===== src/rtl/bfts_pkg.sv =====
// ----------------------------------------------------------------------------
// bfts_pkg
// Shared types, constants and codes for the flow table with counters.
// ----------------------------------------------------------------------------
package bfts_pkg;

  localparam int unsigned FlowEntriesDefault = 1024;
  localparam int unsigned KeyW = 104;
  localparam int unsigned StatW = 32 + 48 + 16 + 16 + 52 + 52 + 128;

  localparam logic [7:0] ProtoTcp = 8'd6;
  localparam logic [7:0] FlagFin = 8'h01;
  localparam logic [7:0] FlagSyn = 8'h02;
  localparam logic [7:0] FlagRst = 8'h04;
  localparam logic [7:0] FlagAck = 8'h10;

  localparam logic [1:0] StatusHit = 2'd0;
  localparam logic [1:0] StatusNew = 2'd1;
  localparam logic [1:0] StatusFull = 2'd2;

  localparam logic [10:0] FlowLimitReset = 11'd1024;
  localparam logic [0:0] RegFlowLimit = 1'b0;

  typedef struct packed {
    logic [31:0] pkts;
    logic [47:0] bytes;
    logic [15:0] min_len;
    logic [15:0] max_len;
    logic [51:0] last_time;
    logic [51:0] gap_sum;
    logic [31:0] syn;
    logic [31:0] ack;
    logic [31:0] fin;
    logic [31:0] rst;
  } stats_t;

  // Controller to datapath.
  typedef struct packed {
    logic load_pkt;     // capture the input word
    logic clr_idx;      // restart the scan at entry zero
    logic step_idx;     // advance the scan index
    logic key_rd;       // read key at scan index
    logic stat_rd;      // compared key matched; note its direction
    logic create;       // write key and update fresh stats
    logic update;       // write updated stats
    logic mark_full;    // result is a table-full word
  } dp_cmd_t;

  // Datapath to controller.
  typedef struct packed {
    logic scan_done;    // scan index reached the entry count
    logic match;        // compared key matches the packet
    logic can_add;      // room for a new entry
  } dp_stat_t;

  function automatic logic [31:0] inc_sat32(input logic [31:0] v);
    return (v == 32'hFFFF_FFFF) ? v : v + 32'd1;
  endfunction

endpackage


===== src/rtl/bfts_ctrl.sv =====
// ----------------------------------------------------------------------------
// bfts_ctrl
// Sequencer for one packet: scan, then create, update or mark the table full, then hand off.
// ----------------------------------------------------------------------------
module bfts_ctrl (
  input  logic               clk_i,
  input  logic               rst_ni,
  input  logic               in_valid_i,
  output logic               in_stall_o,
  output logic               out_valid_o,
  input  logic               out_stall_i,
  output bfts_pkg::dp_cmd_t  cmd_o,
  input  bfts_pkg::dp_stat_t stat_i
);

  typedef enum logic [6:0] {
    StIdle  = 7'b0000001,
    StScan  = 7'b0000010,
    StCheck = 7'b0000100,
    StRead  = 7'b0001000,
    StWait  = 7'b0010000,
    StUpd   = 7'b0100000,
    StOut   = 7'b1000000
  } state_e;

  state_e state_q, state_d;
  logic out_valid_q, out_valid_d;
  logic in_acc;

  // A finished word may sit in the output register while the next packet
  // is scanned; a new result is only written once that word is gone.
  assign in_stall_o = (state_q != StIdle);
  assign in_acc = in_valid_i && !in_stall_o;
  assign out_valid_o = out_valid_q;

  always_comb begin
    state_d = state_q;
    cmd_o = '0;
    out_valid_d = out_valid_q && out_stall_i;
    case (state_q)
      StIdle: begin
        if (in_acc) begin
          cmd_o.load_pkt = 1'b1;
          cmd_o.clr_idx = 1'b1;
          state_d = StScan;
        end
      end
      StScan: begin
        if (stat_i.scan_done) begin
          state_d = StOut;
        end else begin
          cmd_o.key_rd = 1'b1;
          cmd_o.step_idx = 1'b1;
          state_d = StCheck;
        end
      end
      StCheck: begin
        if (stat_i.match) begin
          cmd_o.stat_rd = 1'b1;
          state_d = StRead;
        end else begin
          state_d = StScan;
        end
      end
      StRead: begin
        state_d = StWait;
      end
      StWait: begin
        state_d = StUpd;
      end
      StUpd: begin
        if (!out_valid_q) begin
          cmd_o.update = 1'b1;
          out_valid_d = 1'b1;
          state_d = StIdle;
        end
      end
      StOut: begin
        if (!out_valid_q) begin
          if (stat_i.can_add) cmd_o.create = 1'b1;
          else cmd_o.mark_full = 1'b1;
          out_valid_d = 1'b1;
          state_d = StIdle;
        end
      end
      default: state_d = StIdle;
    endcase
  end

  always_ff @(posedge clk_i or negedge rst_ni) begin
    if (!rst_ni) begin
      state_q <= StIdle;
      out_valid_q <= 1'b0;
    end else begin
      state_q <= state_d;
      out_valid_q <= out_valid_d;
    end
  end

endmodule


===== config.mk =====
export PLATFORM = sky130hd
export DESIGN_NAME = bfts_ctrl
export DESIGN_NICKNAME = d
export VERILOG_FILES = /design/src/rtl/bfts_pkg.sv /design/src/rtl/bfts_ctrl.sv
export SDC_FILE = /design/constraint.sdc
export NUM_CORES = 1
export LEC_CHECK = 0
export BUFFER_PORTS_ARGS = -buffer_cell sky130_fd_sc_hd__buf_2
export CAP_MARGIN = 20
export CORE_ASPECT_RATIO = 1.2
export CORE_MARGIN = 5
export CORE_UTILIZATION = 27
export CTS_CLUSTER_DIAMETER = 100
export DETAILED_ROUTE_END_ITERATION = 8
export GPL_TIMING_DRIVEN = 1
export PLACE_DENSITY_LB_ADDON = 0.05
export SKIP_LAST_GASP = 1
export SYNTH_ARGS = -nofsm -noshare
export SYNTH_HDL_FRONTEND = slang
export SYNTH_SLANG_ARGS = --single-unit

===== constraint.sdc =====
create_clock -name clk_i -period 4.39 [get_ports clk_i]
set_input_delay 0.878 -clock clk_i [delete_from_list [all_inputs] [get_ports clk_i]]
set_output_delay 0.878 -clock clk_i [all_outputs]
set_load 0.01 [all_outputs]

==> impl_metrics.py <==
metrics = {
    "cells_and_area": {
        "nFillCells": 217,
        "mostFrequentLayoutCells": "buf_2, nor2_1, dfrtp_1",
        "fin_nets": 84,
        "syn2layout_area_growth_pct": 15.9,
        "mostFrequentLayoutCell": "buf_2",
        "final_core_util_pct": 33.6,
        "diodes": 0,
        "drive_gt1_share_pct": 31.6,
        "final_area_sq_um": 629,
    },
    "yosys": {
        "synth_cell_types": 27,
        "ys_ff_latch": 8,
        "avgSynthCellArea_sq_um": 8.76,
        "ys_seq_area_share_pct": 37.1,
        "synth_area_leaders": "dfrtp_1, nor2_1, nor4_1",
        "synth.cell_area_sq_um": 543,
        "ys_warn_count": 0,
        "syn_nets": 69,
        "synth_top_area_share_pct": 32.3,
        "synth_top_area_cell": "dfrtp_1",
        "syn_inst": 62,
    },
    "power_and_ir_drop": {
        "power_density_nw_per_um2": 482,
        "ir_drop_mv": 0.154,
        "cellLeakagePower_nw": 0.301,
    },
    "placement": {
        "port_buffers": 16,
        "placed_cell_area_sq_um": 603,
        "hpwl_microns": 1000,
        "pre_cts_slack_ns": 2.08,
        "gp_congestion": 0.700,
    },
    "clocking": {
        "cts_setup_buffers": 0,
        "postCtsHoldBufs": 0,
        "cts_buffers": 3,
        "cts_buffer_depth": 2,
        "clkLatencyLatePin_ns": 0.26,
        "clock_sinks": 8,
        "cts_tree": "built",
        "cts_resized": 0,
        "cts-root-buf": "clkbuf_4",
        "htree_levels": 1,
        "cts.reportedPaths.clkPinSlew_ns": 0.06,
    },
    "worst_setup_path": {
        "crit_family": "simple AND/OR/NAND/NOR gates",
        "max_stage_delay_ns": 0.57,
        "cp_slowest_cell": "or4_4",
        "r2r_setup_slack_ns": 2.96,
        "critPathArrivalTime_ns": 1.71,
        "crit_type": "register to output pin",
        "critPathLaunchType": "register",
        "crit_cells": 3,
        "critical_path.cell_chain": "or4_4 > nor4_1 > buf_2",
        "crit_buf_inv": 1,
        "path_max_fanout": 8,
        "cp-end-kind": "output pin",
        "r2r-end": "out_valid_o$_DFF_PN0_",
        "startpoint": "state_q[5]$_DFFE_PN0P_",
        "r2r-start": "state_q[3]$_DFFE_PN0P_",
        "cp.required_ns": 3.51,
        "r2r_cells": 4,
    },
    "route": {
        "vias_per_cell": 5.36,
        "drt-initial-drc-count": 5,
        "avgRoutedWirePerCell_microns": 13.7,
        "antenna_left": 0,
        "drc_errors": 0,
        "wirelength_microns": 1300,
        "drt-pass1-iter-count": 4,
        "vias": 509,
    },
    "sta": {
        "hold_violations": 0,
        "fmax_mhz": 387,
        "worst_pin_slew_ns": 0.408,
        "finalSetupTns_ns": 0,
        "drv_slew": 0,
        "slew_headroom_pct": 72.8,
        "finalCriticalPeriod_ns": 2.58,
        "finalCritPeriodShare_pct": 58.9,
        "postLayoutSetupSlackWorst_ns": 1.81,
        "fin_worst_skew_ns": 0.00698,
        "rsz0062_at_grt": "no",
        "setup_viol": 0,
    },
    "floorplan": {
        "dieHeight_microns": 59.1,
        "row_count": 17,
        "die_x_microns": 50.9,
        "pin_count": 17,
        "start_util_pct": 29.0,
        "die_area_sq_um": 3010,
        "core_sq_um": 1870,
    },
    "job": {
        "drv_cap": 0,
    },
    "global_route": {
        "grt_pass1_vias": 475,
        "grt-ovfl-total": 0,
        "grt_max_degree": 13,
        "grt_antenna_before_repair": 0,
        "grt.total_usage_pct": 9.56,
        "grt_pass1_wl_microns": 2180,
    },
    "worst_hold_path": {
        "worstHoldPathType": "input port to asynchronous set/reset pin",
    },
    "run_status": {
        "status": "finished, final reports clean",
    },
}
-- logic make-up (layout without fill, tap and decap cells) --
| logic type | after synthesis | after routing | synth area share, % |
|---|---|---|---|
| AND/OR/NAND/NOR | 34 | 34 | 38.3 |
| AO/OA/AOI/OAI | 10 | 10 | 12.9 |
| buffers and inverters | 9 | 23 | 10.1 |
| flip-flops | 8 | 8 | 37.1 |
| XOR/XNOR | 1 | 1 | 1.61 |
-- report_power, final --
group          internal, W  switching, W
logic            0.0000536     0.0000598
clock network    0.0000350     0.0000285
registers        0.0000894     0.0000370
total             0.000178      0.000125
-- cells in the mapped netlist --
master and count:
a2111oi_2 1, buf_2 2, dfrtp_1 7, a21o_1 1, nor4_4 1, nand3b_1 2
nor4_1 6, xor2_1 1, nor4b_1 1, o22ai_1 1, a2bb2oi_1 1, a21oi_1 5
nor2_1 10, or2b_1 1, nor3_1 2, or4_4 1, nand3_1 2, nand2_1 2
nand2b_1 3, nand2b_2 1, inv_1 3, buf_6 1, dfstp_2 1, or3_1 1
buf_4 3, a211oi_1 1, or4_1 1
-- final cells by class --
| type | instances | area [sq um] | share of cell area (%) |
|---|---|---|---|
| multi-input cells | 45 | 287 | 45.5 |
| clock buffers | 4 | 26.3 | 4.17 |
| well taps | 19 | 23.8 | 3.78 |
| repair buffers | 16 | 80.1 | 12.7 |
| inverters | 3 | 11.3 | 1.79 |
| flip-flops and latches | 8 | 201 | 32.0 |
-- state kept, by name, indices dropped and copies added (netlist names) --
| signal | count |
|---|---|
| state_q | 7 |
| out_valid_o | 1 |
-- metrics by stage --
stage / hold WS [ns] / power [W] / std cells
finish: 0.450 / 0.000303 / 95
global route: 0.454 / 0.000329 / 95
CTS: 0.456 / 0.000310 / 95
detailed placement: 0.576 / 0.000244 / 91
global placement: 0.565 / 0.000243 / 91
floorplan: 0.509 / 0.000217 / 62
-- per-layer routing --
metal  vias to the layer above  track usage, %  share of wire (%)
met5                         -               0                  0
met4                         0            4.38                1.2
met3                         2            3.27                7.4
met2                        14            14.5                 46
met1                       243            12.0                 45
li1                        250               -                  -
-- worst max path at each step --
| stage | end | slack, ns |
|---|---|---|
| 4_1_cts | cmd_o[3] | 1.79 |
| 3_5_place_dp | cmd_o[3] | 2.08 |
| 5_1_grt | cmd_o[4] | 1.70 |
| 3_3_place_gp | cmd_o[3] | 2.11 |
| 2_1_floorplan | cmd_o[3] | 2.13 |
| 6_report | cmd_o[3] | 1.81 |
Note: power is estimated with default switching activity, not from simulation.
